**src/bpa_pkg.sv**
```systemverilog
package bpa_pkg;

   localparam int NUM_BLOCKS  = 1024;
   localparam int BLOCK_BYTES = 4096;
   localparam int BLOCK_SHIFT = $clog2(BLOCK_BYTES);

   localparam int MAP_BITS  = 32;
   localparam int BIT_W     = $clog2(MAP_BITS);
   localparam int MAP_WORDS = (NUM_BLOCKS + MAP_BITS - 1) / MAP_BITS;
   localparam int WORD_W    = (MAP_WORDS > 1) ? $clog2(MAP_WORDS) : 1;
   localparam int IDX_W     = WORD_W + BIT_W;

   localparam int ADDR_W    = 32;
   localparam int LEN_W     = 32;
   localparam int IDX_FULL_W = ADDR_W - BLOCK_SHIFT;
   localparam int BADDR_W   = 22;
   localparam int COUNT_W   = 11;
   localparam int COUNT_MAX = (1 << COUNT_W) - 1;

   // Cap on the effective block count and on the used counter
   localparam int COUNT_CAP = (NUM_BLOCKS > COUNT_MAX) ? COUNT_MAX : NUM_BLOCKS;
   localparam int COUNT_RESET = 1024;

   localparam int CSR_AW = 3;
   localparam int CSR_DW = 32;
   localparam logic [CSR_AW-1:0] CSR_BLOCK_COUNT = 3'd0;

   typedef enum logic [1:0] {
      ACT_ALLOC        = 2'd0,
      ACT_FREE         = 2'd1,
      ACT_REGION_ALLOC = 2'd2,
      ACT_REGION_FREE  = 2'd3
   } action_type;

   typedef enum logic [1:0] {
      STAT_OK      = 2'd0,
      STAT_NO_FREE = 2'd1,
      STAT_RANGE   = 2'd2
   } status_type;

   typedef struct packed {
      action_type          action;
      logic [ADDR_W-1:0]   address;
      logic [LEN_W-1:0]    length;
   } req_type;

   typedef struct packed {
      logic [BADDR_W-1:0]  block_address;
      status_type          status;
      logic [COUNT_W-1:0]  used_count;
   } rsp_type;

   typedef struct packed {
      logic                wr_en;
      logic [WORD_W-1:0]   addr;
      logic [MAP_BITS-1:0] data;
   } map_wr_type;

endpackage

```
**src/bpa_map_store.sv**
```systemverilog
module bpa_map_store (
   input  logic                         clock,
   input  logic                         reset,
   input  logic [bpa_pkg::WORD_W-1:0]   rd_addr,
   input  bpa_pkg::map_wr_type          wr,
   output logic [bpa_pkg::MAP_BITS-1:0] rd_data
);

   logic [bpa_pkg::MAP_BITS-1:0]  map_mem [bpa_pkg::MAP_WORDS];
   logic [bpa_pkg::MAP_WORDS-1:0] valid_ff;
   logic [bpa_pkg::MAP_WORDS-1:0] valid_in;
   logic [bpa_pkg::MAP_BITS-1:0]  rd_data_ff;
   logic                          rd_valid_ff;

   always_ff @(posedge clock) begin
      if (wr.wr_en) begin
         map_mem[wr.addr] <= wr.data;
      end
      rd_data_ff <= map_mem[rd_addr];
   end

   always_comb begin
      valid_in = valid_ff;
      if (wr.wr_en) begin
         valid_in[wr.addr] = 1'b1;
      end
   end

   // An entry never written reads as all free
   always_ff @(posedge clock) begin
      if (reset) begin
         valid_ff    <= '0;
         rd_valid_ff <= 1'b0;
      end else begin
         valid_ff    <= valid_in;
         rd_valid_ff <= valid_ff[rd_addr];
      end
   end

   assign rd_data = rd_valid_ff ? rd_data_ff : '1;

endmodule

```
**src/bitmap_page_allocator.sv**
```systemverilog
// First-fit bitmap page allocator for 1024 pages of 4 KiB, one bit per page
// (1 = free). Each request transaction carries an action (allocate one, free
// one, allocate region, free region), a byte address and a byte length, and
// produces exactly one response transaction with the allocated page address,
// a status (ok, no free page, out of range) and the used-page count after the
// action. Each accepted request visits W of the 32-bit bitmap words before its
// response is offered: up to 32 for an allocation (the scan stops at the first
// word holding a free page), the words spanned by a region, one for a single
// free, none for a request that touches nothing. The block is ready again in
// the cycle in which the response is first offered; a finished request holds
// while an earlier response still waits to be taken. The bitmap memory
// delivers one word per cycle through a single registered read port; reads
// are issued one word ahead so the read-modify-write loop keeps that pace.
// One request is in flight at a time; a finished response waits in an output
// register while the next request is accepted. The bitmap needs no clearing
// pass after reset: per-word valid bits make unwritten words read as free.
// Register block_count (byte address 0) limits the pages searched and touched;
// write it only while the block is idle.
module bitmap_page_allocator (
   input  logic                       clock,
   input  logic                       reset,

   input  logic                       req_valid,
   output logic                       req_ready,
   input  bpa_pkg::req_type           req_item,

   output logic                       rsp_valid,
   input  logic                       rsp_ready,
   output bpa_pkg::rsp_type           rsp_item,

   input  logic                       psel,
   input  logic                       penable,
   input  logic                       pwrite,
   input  logic [bpa_pkg::CSR_AW-1:0] paddr,
   input  logic [bpa_pkg::CSR_DW-1:0] pwdata,
   output logic [bpa_pkg::CSR_DW-1:0] prdata,
   output logic                       pready
);

   typedef enum logic [2:0] {
      ST_IDLE   = 3'b001,
      ST_SCAN   = 3'b010,
      ST_FINISH = 3'b100
   } state_type;

   localparam logic [bpa_pkg::COUNT_W-1:0] CAP = bpa_pkg::COUNT_W'(bpa_pkg::COUNT_CAP);
   localparam logic [bpa_pkg::BIT_W-1:0]   TOP_BIT = bpa_pkg::BIT_W'(bpa_pkg::MAP_BITS - 1);

   // ---------------------------------------------------------------------
   // Registers
   // ---------------------------------------------------------------------
   state_type                         state_ff, state_in;
   logic [bpa_pkg::COUNT_W-1:0]       block_count_ff, block_count_in;
   logic [bpa_pkg::COUNT_W-1:0]       used_total_ff, used_total_in;
   bpa_pkg::action_type               action_ff, action_in;
   logic [bpa_pkg::IDX_W-1:0]         start_ff, start_in;      // first page touched
   logic [bpa_pkg::IDX_W-1:0]         last_ff, last_in;        // last page touched
   logic [bpa_pkg::WORD_W-1:0]        word_ff, word_in;        // word whose data is here
   logic [bpa_pkg::COUNT_W-1:0]       delta_ff, delta_in;      // pages to count
   bpa_pkg::status_type               status_ff, status_in;
   logic [bpa_pkg::BADDR_W-1:0]       baddr_ff, baddr_in;
   logic                              rsp_valid_ff, rsp_valid_in;
   bpa_pkg::rsp_type                  rsp_item_ff, rsp_item_in;

   // ---------------------------------------------------------------------
   // Configuration port
   // ---------------------------------------------------------------------
   logic csr_write;

   assign pready    = 1'b1;
   assign csr_write = psel && penable && pwrite && (paddr == bpa_pkg::CSR_BLOCK_COUNT);
   assign prdata    = (paddr == bpa_pkg::CSR_BLOCK_COUNT) ?
                      bpa_pkg::CSR_DW'(block_count_ff) : '0;

   always_comb begin
      block_count_in = block_count_ff;
      if (csr_write) begin
         block_count_in = pwdata[bpa_pkg::COUNT_W-1:0];
      end
   end

   // ---------------------------------------------------------------------
   // Request decode, done in the accept cycle
   // ---------------------------------------------------------------------
   logic [bpa_pkg::COUNT_W-1:0]    count_eff;
   logic [bpa_pkg::IDX_FULL_W-1:0] idx_full;
   logic [bpa_pkg::IDX_FULL_W-1:0] len_blocks;
   logic [bpa_pkg::IDX_FULL_W:0]   end_raw;
   logic [bpa_pkg::IDX_FULL_W:0]   count_wide;
   logic [bpa_pkg::COUNT_W-1:0]    end_clip;
   logic                           acc_touch;
   logic [bpa_pkg::IDX_W-1:0]      acc_start;
   logic [bpa_pkg::IDX_W-1:0]      acc_last;
   logic [bpa_pkg::COUNT_W-1:0]    acc_delta;
   bpa_pkg::status_type            acc_status;
   logic                           req_take;

   assign count_eff  = (block_count_ff > CAP) ? CAP : block_count_ff;
   assign idx_full   = req_item.address[bpa_pkg::ADDR_W-1:bpa_pkg::BLOCK_SHIFT];
   assign len_blocks = req_item.length[bpa_pkg::LEN_W-1:bpa_pkg::BLOCK_SHIFT];
   assign count_wide = (bpa_pkg::IDX_FULL_W + 1)'(count_eff);
   assign end_raw    = (bpa_pkg::IDX_FULL_W + 1)'(idx_full) +
                       (bpa_pkg::IDX_FULL_W + 1)'(len_blocks) +
                       (bpa_pkg::IDX_FULL_W + 1)'(1);
   assign end_clip   = (end_raw > count_wide) ? count_eff : bpa_pkg::COUNT_W'(end_raw);
   assign req_take   = req_valid && req_ready;

   always_comb begin
      acc_touch  = 1'b0;
      acc_start  = '0;
      acc_last   = '0;
      acc_delta  = '0;
      acc_status = bpa_pkg::STAT_OK;
      unique case (req_item.action)
         bpa_pkg::ACT_ALLOC: begin
            // Search the whole managed range; delta set on a hit
            acc_last = bpa_pkg::IDX_W'(count_eff - bpa_pkg::COUNT_W'(1));
            if (count_eff != '0) begin
               acc_touch = 1'b1;
            end else begin
               acc_status = bpa_pkg::STAT_NO_FREE;
            end
         end
         bpa_pkg::ACT_FREE: begin
            acc_start = bpa_pkg::IDX_W'(idx_full);
            acc_last  = bpa_pkg::IDX_W'(idx_full);
            if (req_item.address != '0) begin
               if ((bpa_pkg::IDX_FULL_W + 1)'(idx_full) < count_wide) begin
                  acc_touch = 1'b1;
                  acc_delta = bpa_pkg::COUNT_W'(1);
               end else begin
                  acc_status = bpa_pkg::STAT_RANGE;
               end
            end
         end
         bpa_pkg::ACT_REGION_ALLOC, bpa_pkg::ACT_REGION_FREE: begin
            acc_start = bpa_pkg::IDX_W'(idx_full);
            acc_last  = bpa_pkg::IDX_W'(end_clip - bpa_pkg::COUNT_W'(1));
            if (end_raw > count_wide) begin
               acc_status = bpa_pkg::STAT_RANGE;
            end
            if ((bpa_pkg::IDX_FULL_W + 1)'(idx_full) <
                (bpa_pkg::IDX_FULL_W + 1)'(end_clip)) begin
               acc_touch = 1'b1;
               acc_delta = end_clip - bpa_pkg::COUNT_W'(idx_full);
            end
         end
         default: begin
            acc_touch = 1'b0;
         end
      endcase
   end

   // ---------------------------------------------------------------------
   // Bitmap memory: read one word ahead, modify, write back
   // ---------------------------------------------------------------------
   logic [bpa_pkg::WORD_W-1:0]   rd_addr;
   logic [bpa_pkg::MAP_BITS-1:0] word_data;
   bpa_pkg::map_wr_type          map_wr;

   assign rd_addr = (state_ff == ST_IDLE) ?
                    acc_start[bpa_pkg::IDX_W-1:bpa_pkg::BIT_W] :
                    word_ff + bpa_pkg::WORD_W'(1);

   bpa_map_store u_map (
      .clock   (clock),
      .reset   (reset),
      .rd_addr (rd_addr),
      .wr      (map_wr),
      .rd_data (word_data)
   );

   // Mask of the pages in the current word that the request covers
   logic [bpa_pkg::BIT_W-1:0]    lo_bit;
   logic [bpa_pkg::BIT_W-1:0]    hi_bit;
   logic [bpa_pkg::MAP_BITS-1:0] range_mask;
   logic [bpa_pkg::MAP_BITS-1:0] hit;
   logic [bpa_pkg::MAP_BITS-1:0] first_hit;
   logic [bpa_pkg::BIT_W-1:0]    hit_pos;
   logic                         found;
   logic                         last_word;
   logic                         scan_done;

   assign last_word = (word_ff == last_ff[bpa_pkg::IDX_W-1:bpa_pkg::BIT_W]);
   assign lo_bit    = (word_ff == start_ff[bpa_pkg::IDX_W-1:bpa_pkg::BIT_W]) ?
                      start_ff[bpa_pkg::BIT_W-1:0] : '0;
   assign hi_bit    = last_word ? last_ff[bpa_pkg::BIT_W-1:0] : TOP_BIT;
   assign range_mask = ({bpa_pkg::MAP_BITS{1'b1}} << lo_bit) &
                       ({bpa_pkg::MAP_BITS{1'b1}} >> (TOP_BIT - hi_bit));

   // Isolate the lowest free page, then encode its position
   assign hit       = word_data & range_mask;
   assign first_hit = hit & (~hit + bpa_pkg::MAP_BITS'(1));
   assign found     = |hit;

   always_comb begin
      hit_pos = '0;
      for (int b = 0; b < bpa_pkg::MAP_BITS; b++) begin
         if (first_hit[b]) begin
            hit_pos = hit_pos | bpa_pkg::BIT_W'(b);
         end
      end
   end

   always_comb begin
      map_wr.wr_en = 1'b0;
      map_wr.addr  = word_ff;
      map_wr.data  = word_data;
      if (state_ff == ST_SCAN) begin
         unique case (action_ff)
            bpa_pkg::ACT_ALLOC: begin
               map_wr.wr_en = found;
               map_wr.data  = word_data & ~first_hit;
            end
            bpa_pkg::ACT_FREE, bpa_pkg::ACT_REGION_FREE: begin
               map_wr.wr_en = 1'b1;
               map_wr.data  = word_data | range_mask;
            end
            bpa_pkg::ACT_REGION_ALLOC: begin
               map_wr.wr_en = 1'b1;
               map_wr.data  = word_data & ~range_mask;
            end
            default: begin
               map_wr.wr_en = 1'b0;
            end
         endcase
      end
   end

   assign scan_done = last_word || ((action_ff == bpa_pkg::ACT_ALLOC) && found);

   // ---------------------------------------------------------------------
   // Used counter, saturating at zero and at the cap
   // ---------------------------------------------------------------------
   logic                        count_up;
   logic [bpa_pkg::COUNT_W:0]   used_sum;
   logic [bpa_pkg::COUNT_W-1:0] used_next;

   assign count_up = (action_ff == bpa_pkg::ACT_ALLOC) ||
                     (action_ff == bpa_pkg::ACT_REGION_ALLOC);
   assign used_sum = (bpa_pkg::COUNT_W + 1)'(used_total_ff) +
                     (bpa_pkg::COUNT_W + 1)'(delta_ff);

   always_comb begin
      if (count_up) begin
         used_next = (used_sum > (bpa_pkg::COUNT_W + 1)'(CAP)) ?
                     CAP : bpa_pkg::COUNT_W'(used_sum);
      end else begin
         used_next = (used_total_ff < delta_ff) ? '0 : used_total_ff - delta_ff;
      end
   end

   // ---------------------------------------------------------------------
   // Sequencer
   // ---------------------------------------------------------------------
   logic rsp_free;
   logic [bpa_pkg::IDX_W+bpa_pkg::BLOCK_SHIFT-1:0] page_addr;

   assign req_ready = (state_ff == ST_IDLE);
   assign rsp_free  = !rsp_valid_ff || rsp_ready;
   assign page_addr = {word_ff, hit_pos, {bpa_pkg::BLOCK_SHIFT{1'b0}}};

   always_comb begin
      state_in      = state_ff;
      used_total_in = used_total_ff;
      action_in     = action_ff;
      start_in      = start_ff;
      last_in       = last_ff;
      word_in       = word_ff;
      delta_in      = delta_ff;
      status_in     = status_ff;
      baddr_in      = baddr_ff;
      rsp_valid_in  = rsp_valid_ff && !rsp_ready;
      rsp_item_in   = rsp_item_ff;
      unique case (state_ff)
         ST_IDLE: begin
            if (req_take) begin
               action_in = req_item.action;
               start_in  = acc_start;
               last_in   = acc_last;
               word_in   = acc_start[bpa_pkg::IDX_W-1:bpa_pkg::BIT_W];
               delta_in  = acc_delta;
               status_in = acc_status;
               baddr_in  = '0;
               state_in  = acc_touch ? ST_SCAN : ST_FINISH;
            end
         end
         ST_SCAN: begin
            if ((action_ff == bpa_pkg::ACT_ALLOC) && found) begin
               delta_in = bpa_pkg::COUNT_W'(1);
               baddr_in = bpa_pkg::BADDR_W'(page_addr);
            end
            if ((action_ff == bpa_pkg::ACT_ALLOC) && !found && last_word) begin
               status_in = bpa_pkg::STAT_NO_FREE;
            end
            if (scan_done) begin
               state_in = ST_FINISH;
            end else begin
               word_in = word_ff + bpa_pkg::WORD_W'(1);
            end
         end
         ST_FINISH: begin
            // Hold until the output register is free, then commit the count
            if (rsp_free) begin
               used_total_in             = used_next;
               rsp_valid_in              = 1'b1;
               rsp_item_in.block_address = baddr_ff;
               rsp_item_in.status        = status_ff;
               rsp_item_in.used_count    = used_next;
               state_in                  = ST_IDLE;
            end
         end
         default: begin
            state_in = ST_IDLE;
         end
      endcase
   end

   always_ff @(posedge clock) begin
      if (reset) begin
         state_ff       <= ST_IDLE;
         block_count_ff <= bpa_pkg::COUNT_W'(bpa_pkg::COUNT_RESET);
         used_total_ff  <= '0;
         rsp_valid_ff   <= 1'b0;
      end else begin
         state_ff       <= state_in;
         block_count_ff <= block_count_in;
         used_total_ff  <= used_total_in;
         rsp_valid_ff   <= rsp_valid_in;
      end
   end

   always_ff @(posedge clock) begin
      action_ff   <= action_in;
      start_ff    <= start_in;
      last_ff     <= last_in;
      word_ff     <= word_in;
      delta_ff    <= delta_in;
      status_ff   <= status_in;
      baddr_ff    <= baddr_in;
      rsp_item_ff <= rsp_item_in;
   end

   assign rsp_valid = rsp_valid_ff;
   assign rsp_item  = rsp_item_ff;

   // ---------------------------------------------------------------------
   // Checks
   // ---------------------------------------------------------------------
   a_used_cap: assert property (@(posedge clock) disable iff (reset)
      used_total_ff <= CAP)
      else $error("used counter above its cap");

   a_scan_bound: assert property (@(posedge clock) disable iff (reset)
      (state_ff == ST_SCAN) |-> (word_ff <= last_ff[bpa_pkg::IDX_W-1:bpa_pkg::BIT_W]))
      else $error("scan ran past the last word");

   a_rsp_from_finish: assert property (@(posedge clock) disable iff (reset)
      $rose(rsp_valid_ff) |-> $past(state_ff == ST_FINISH))
      else $error("response raised outside finish");

   a_finish_exit: assert property (@(posedge clock) disable iff (reset)
      (state_ff == ST_FINISH) && rsp_free |=> (state_ff == ST_IDLE) && rsp_valid_ff)
      else $error("finish did not hand over the response");

endmodule

```
**config.mk**
```make
export PLATFORM = sky130hd
export DESIGN_NAME = bitmap_page_allocator
export DESIGN_NICKNAME = d
export VERILOG_FILES = /design/src/bpa_pkg.sv /design/src/bpa_map_store.sv /design/src/bitmap_page_allocator.sv
export SDC_FILE = /design/constraint.sdc
export NUM_CORES = 2
export LEC_CHECK = 0
export BUFFER_PORTS_ARGS = -buffer_cell sky130_fd_sc_hd__clkbuf_2
export CORE_ASPECT_RATIO = 1.5
export CORE_MARGIN = 2
export CORE_UTILIZATION = 55
export CTS_BUF_LIST = sky130_fd_sc_hd__clkbuf_2 sky130_fd_sc_hd__clkbuf_4 sky130_fd_sc_hd__clkbuf_8
export DETAILED_ROUTE_END_ITERATION = 10
export GPL_TIMING_DRIVEN = 1
export PLACE_DENSITY = 0.73
export SLEW_MARGIN = 20
export SYNTH_ARGS = -nofsm -noshare
export SYNTH_HDL_FRONTEND = slang
export SYNTH_SLANG_ARGS = --single-unit
```
**constraint.sdc**
```tcl
create_clock -name clock -period 7.24 [get_ports clock]
set_clock_uncertainty 0.2 [all_clocks]
set_input_delay 1.086 -clock clock [delete_from_list [all_inputs] [get_ports clock]]
set_output_delay 1.086 -clock clock [all_outputs]
set_load 0.05 [all_outputs]
```
**Word level (Yosys, flattened, before mapping)**

Memory sizes are Yosys's and may differ from the RTL's. A register that Yosys moved wholly into a read port is not among the register bits.
Cells that the tools add are included.

- Output and inout bits: 70
- Memories kept: 1
- Bits in latches: 0
- Memory bits (read-only): 0
- Logic and storage cells: 221
- Bits of input ports: 108
- RAM bits: 1024
- Bits in registers: 156

Memories:

| memory | words | bits a word | read ports | clocked after memory_dff | write ports | RTL line | source |
|---|---|---|---|---|---|---|---|
| u_map.map_mem | 32 | 32 | 1 | 1 | 1 | bpa_map_store.sv:9 | `logic [bpa_pkg::MAP_BITS-1:0] map_mem [bpa_pkg::MAP_WORDS];` |

- Multiply operators: 0
- Shift-type cells: 2
- Multiplexer cells: 124
- Magnitude comparators: 9
- Reductions and logical operators: 32
- Div/mod/pow operators: 0
- Equality and inequality tests: 17
- Bitwise logic cells: 10
- Add/sub/neg operators: 10

Operators by type and width:

| kind | count |
|---|---|
| 11-bit two-way mux | 18 |
| 32-bit bitwise AND | 5 |
| 5-bit two-way mux | 23 |
| 32-bit two-way mux | 3 |
| 32-bit inverter | 3 |
| 32-bit case mux with 3 select lines | 1 |
| 22-bit two-way mux | 4 |
| 35-bit two-way mux | 2 |
| 32-bit bitwise OR | 2 |
| 10-bit two-way mux | 5 |
| 11-bit case mux with 2 select lines | 2 |
| 22-bit case mux with 2 select lines | 1 |
| 20-bit by 11-bit less-than comparator with 1-bit output | 2 |
| 3-bit two-way mux | 11 |
| 32-bit by 1-bit adder with 32-bit output, second input constant | 1 |
| 2-bit two-way mux | 16 |
| 4-bit two-way mux | 8 |
| 32-bit nonzero test | 1 |
| 32-bit OR reduction | 1 |
| 32-bit by 5-bit left shift with 32-bit output, first input constant | 1 |
| 32-bit by 5-bit >> shifter with 32-bit output, first input constant | 1 |
| 10-bit case mux with 3 select lines | 1 |
| 11-bit subtractor | 2 |
| 20-bit by 20-bit adder with 21-bit output | 1 |
| other kinds (39) | 89 |

**Logic depth before layout (Yosys ltp)**

- Depth in word-level cells: 43
- Gate-level depth with buffers: 29
- Mapped depth without buffers: 29

**Cells and area by module**

Synthesis repeated with hierarchy kept, for this count alone.

- Cell total of the unflattened synthesis: 3015
- Area, all modules: 51358.0 µm²

Modules (own cells, without submodules):

| module | cells an instance | times used | area each (µm²) | seq. area each (µm²) |
|---|---|---|---|---|
| bpa_map_store | 1691 | 1 | 40949.3 | 32050.7 |
| bitmap_page_allocator | 1324 | 1 | 10408.7 | 2712.6 |

**Least setup slack after synthesis**

OpenSTA, ideal clock, no wires.

- Path kind: input to register
- Start: input port req_item[44] (netlist name)
- End: register delta_ff[10] (netlist name) (data pin)
- Cell stages on the path: 29
- Setup slack: 0.241 ns
- Library setup time: 0.269 ns
- Arrival: 6.530 ns
- Buffers on the path: 0
- Data required time: 6.771 ns
- Cells stage by stage: inv_1 ha_1 inv_1 fa_1 a21o_1 a221oi_1 xnor2_1 ha_1 a211o_1 o211ai_1 a21oi_1 a2111oi_0 o22ai_1 nor4_1 nand3_2 mux2i_2 inv_1 ha_1 fa_1 nor2b_1 o21ai_0 a21boi_0 o21ai_0 a21boi_0 o21ai_0 a21boi_0 o21ai_0 a21boi_0 nor3_1

- Longest elaborated chain between the ends: 11
- Elaborated cells between the ends (all ways): 15
- Classes of those cells: add/sub: 3; order compare: 2; mux: 9; reduce/logical: 1

RTL lines:

| element | RTL line | source |
|---|---|---|
| start: declaration | bitmap_page_allocator.sv:25 | `input bpa_pkg::req_type req_item,` |
| 20-bit by 20-bit adder with 21-bit output | bitmap_page_allocator.sv:102 | `assign end_raw = (bpa_pkg::IDX_FULL_W + 1)'(idx_full) +` |
| 21-bit by 1-bit adder with 21-bit output | bitmap_page_allocator.sv:103 | `(bpa_pkg::IDX_FULL_W + 1)'(len_blocks) +` |
| 21-bit by 11-bit > comparator with 1-bit output | bitmap_page_allocator.sv:105 | `assign end_clip = (end_raw > count_wide) ? count_eff : bpa_pkg::COUNT_W'(end_raw);` |
| 11-bit two-way mux | bitmap_page_allocator.sv:105 |  |
| 20-bit by 11-bit less-than comparator with 1-bit output or 11-bit subtractor (tied branches) | bitmap_page_allocator.sv:142, bitmap_page_allocator.sv:145 |  |
| 11-bit two-way mux | bitmap_page_allocator.sv:142 | `if ((bpa_pkg::IDX_FULL_W + 1)'(idx_full) <` |
| 11-bit two-way mux | bitmap_page_allocator.sv:114 | `unique case (req_item.action)` |
| 11-bit case mux with 2 select lines * | bitmap_page_allocator.sv:114 |  |
| 11-bit two-way mux * | bitmap_page_allocator.sv:277 | `if (req_take) begin` |
| 11-bit two-way mux * | bitmap_page_allocator.sv:275 | `unique case (state_ff)` |
| 11-bit case mux with 2 select lines * | bitmap_page_allocator.sv:275 |  |
| end signal: assignment | bitmap_page_allocator.sv:338 | `delta_ff <= delta_in;` |
| end: declaration | bitmap_page_allocator.sv:59 | `logic [bpa_pkg::COUNT_W-1:0] delta_ff, delta_in;` |

Every way passes the cells marked *; elsewhere a longest branch is shown, timed or not. The select of a mux whose other input is x is not followed.
A chain may end at the register's enable or synchronous reset.

**Worst setup path after layout**

Same ends and word-level chain as after synthesis.

==> metrics <==
H-Tree Depth=4; type of the worst min-delay path=reg2reg; cells on worst reg2reg path=24; Final Hold Vio Count=0; worst setup path start=req_item[44]; Syn Inst Count=4343; Psw=roughly 4.3 mW; outcome=completed; Initial DRT Pass Iterations=6; worst slack, placed=-0.571 ns; CP Launch Type=primary input; switch share=27.3%; Setup WS post-layout=0.449 ns; Final Net Count=4670; top_reg_cell synth=edfxtp_1; worst slew pin tran=1.07 ns; Max rail drop VDD=around 0.15 mV; crit path capture=delta_ff[10]; Pleak=20.5 nW; most frequent cells in the layout=edfxtp_1 (1097), nand2_1 (655), a211oi_1 (371), and2_1 (265), clkbuf_8 (183); crit-path most repeated cell=o21ai_0; RR Endpoint=delta_ff[10]; Crit Path Category=in2reg; DPL Wire Length=85000 um; via/cell ratio=6.35; ys async rst share=0%; Clock Tree Buf Depth=3; row cnt=140; f_max=roughly 150 MHz; clk_lat worst skew=0.89 ns; crit-path max cell delay=roughly 0.42 ns; crit path max-delay cell type=fa_1; crit-path max FO=13; Avg Cell Area, Syn=between 10 and 15 um2; PortBufs=110; global-route wire length before repair=219000 um; Synth area leader=edfxtp_1; initial antenna violation count=4; CTS Sinks=1188; Area Overhead vs Synth=11.5%; register area share after synthesis=roughly two thirds; DRC Markers=0; chip height=386 um; Yosys top cell area share=61.6%; Int Power=11.4 mW; Fillers=approximately 7400; GRT Total Usage=29.7%; critical path depth in cells=32; Vias=37400; Power, Total=~16 mW; GR Overflow Total=0; fin crit share=about 94%; Num CTS Buffers=165; Total Routed Length=around 150000 um; max-capacitance violation count=0; CTS tree=yes; FF-to-FF Start=block_count_ff[10]; Worst setup EP type=flop; Post-CTS Resized=0; Buf/Inv on CP=7; WP data arrival=between 7 and 8 ns; die area=about 100000 um2; vias in the first global route=35700; initial DRC count=approximately 4000; Crit path max-delay family=compound AO/OA/AOI/OAI gates; Seq pwr share=between 50% and 60%; Root Driver=clkbuf_8; Final Util=between 60% and 70%; WL/cell=25.5 um; Starting Density=55.3%; most common cell after layout, fill and taps aside=edfxtp_1; worst hold slack=0.196 ns; Detail Route Antenna Nets=0; Synth area leaders=edfxtp_1 (62%), a211oi_1 (5.2%), nand2_1 (4.6%), dfxtp_1 (3.4%), and2_1 (3.1%); Die Wd=around 260 um; I/O pin cnt=178; RSZ-0062 raised after global routing=false; Clk pwr share=34.2%; pwr dens=263 nW/um2; core region area=96700 um2; reg-to-reg setup timing slack=1.02 ns; Synth Cell Area=53500 um2; crit path time final=between 6 and 7 ns; data required time of the worst path=7.68 ns; placer's final routability congestion estimate=roughly 1.0; relative slew slack=27.5%; hold buffer count at CTS=0; Cells on Worst Hold Path=0; clock-pin slew on the worst setup and hold paths=about 0.070 ns; Synth warnings=0; register bit total from synthesis=1188; post-synth cell types=95; Slew Limit Fails=0; EDFF count, synth=1097; largest net degree at the start of global routing=200; Multi-input gate area=17700 um2; post-CTS setup buffers=0; layout cell share with drive strength beyond 1=between 10% and 20%; Final setup viols=0; power share of the combinational group=15.4%; Seq. cell area=about 35000 um2
synthesized netlist by cell type (all sizes together), types with 6 or more instances:
library cell,count
and3,17
o31a,6
a21boi,10
or4,6
mux2,12
or3,16
o21bai,7
nand4,15
a211oi,372
a22o,8
o221ai,7
o22ai,33
a21o,52
o31ai,16
xnor2,34
ha,89
dfxtp,91
nor3,43
nor2,181
o2111ai,6
a221oi,12
nor4,19
and2,285
edfxtp,1097
nand2b,31
mux2i,15
clkbuf,239
a311oi,134
xor2,11
a21oi,174
o211ai,19
a31oi,143
o21a,18
a22oi,7
nand2,659
or2,9
nand3,47
o2bb2ai,21
o21ai,89
nor2b,23
nand3b,10
buf,81
inv,102
o221a,6
worst register-to-register path, delay by kind of cell, from the launching register on:
kind	cells	cell delay, ns
AO/OA/AOI/OAI	12	2.33
AND/OR/NAND/NOR	5	1.21
adder cells (fa/ha/maj)	2	0.76
buffers and inverters	4	0.75
flip-flops	1	0.47
multiplexers	1	0.25
registers in the layout (all words and copies together) (netlist names):
name and count:
u_map.rd_data_ff 32, last_ff 10, word_ff 5, u_map.map_mem 1024, state_ff 3, action_ff 2
rsp_valid 1, used_total_ff 11, rsp_item 23, baddr_ff 10, status_ff 2, u_map.rd_valid_ff 1
u_map.valid_ff 32, delta_ff 11, start_ff 10, block_count_ff 11
power groups by stage:
stage	sequential [mW]	combinational, mW	clock, mW
4_1_cts	7.92	2.37	5.45
6_report	7.91	2.42	5.37
3_3_place_gp	8.06	2.32	0
2_1_floorplan	8.00	1.64	0
5_1_grt	7.91	2.62	5.72
3_5_place_dp	8.06	2.36	0
cell families after synthesis:
kind of cell | Yosys count | share of synthesized area [%]
XOR/XNOR | 45 | 0.779
AND/OR/NAND/NOR | 1380 | 12.4
adder cells (fa/ha/maj) | 93 | 2.23
buffers and inverters | 424 | 3.26
flip-flops | 1188 | 65.0
other | 2 | 0.0140
multiplexers | 27 | 0.540
AO/OA/AOI/OAI | 1184 | 15.7
per-stage QoR:
| stage | TNS, ns | instances | instance area [um2] |
|---|---|---|---|
| after floorplan | 0 | 4375 | 53600 |
| after global placement | -2.75 | 5578 | 56000 |
| final | 0 | 5890 | 59600 |
| after CTS | 0 | 5887 | 59500 |
| after global routing | 0 | 5889 | 59600 |
| after detailed placement | -3.49 | 5579 | 56000 |
worst min-delay path by stage:
stage                       from                end
finish              baddr_ff[12]       rsp_item[25]
global route           pwdata[5]  block_count_ff[5]
CTS                    pwdata[5]  block_count_ff[5]
detailed placement  baddr_ff[17]       rsp_item[30]
global placement    baddr_ff[19]       rsp_item[32]
floorplan           status_ff[0]       rsp_item[11]
metal layers:
metal  global-route usage [%]  part of all wire (%)  vias up
li1                         -                     -    16700
met1                     34.6                    36    18400
met2                     51.2                    50     1725
met3                     4.91                   7.0      508
met4                     19.0                   6.9        4
met5                        0                 0.015        -
final cells by class:
type	count	area share, %
Antenna cell	2	0.00839
Clock buffer	248	5.04
Clock inverter	60	0.783
Inverter	104	0.655
Multi-Input combinational cell	2763	29.6
Sequential cell	1188	58.3
Tap cell	1278	2.68
Timing Repair Buffer	247	2.90
(Power assumes the default switching activity.)
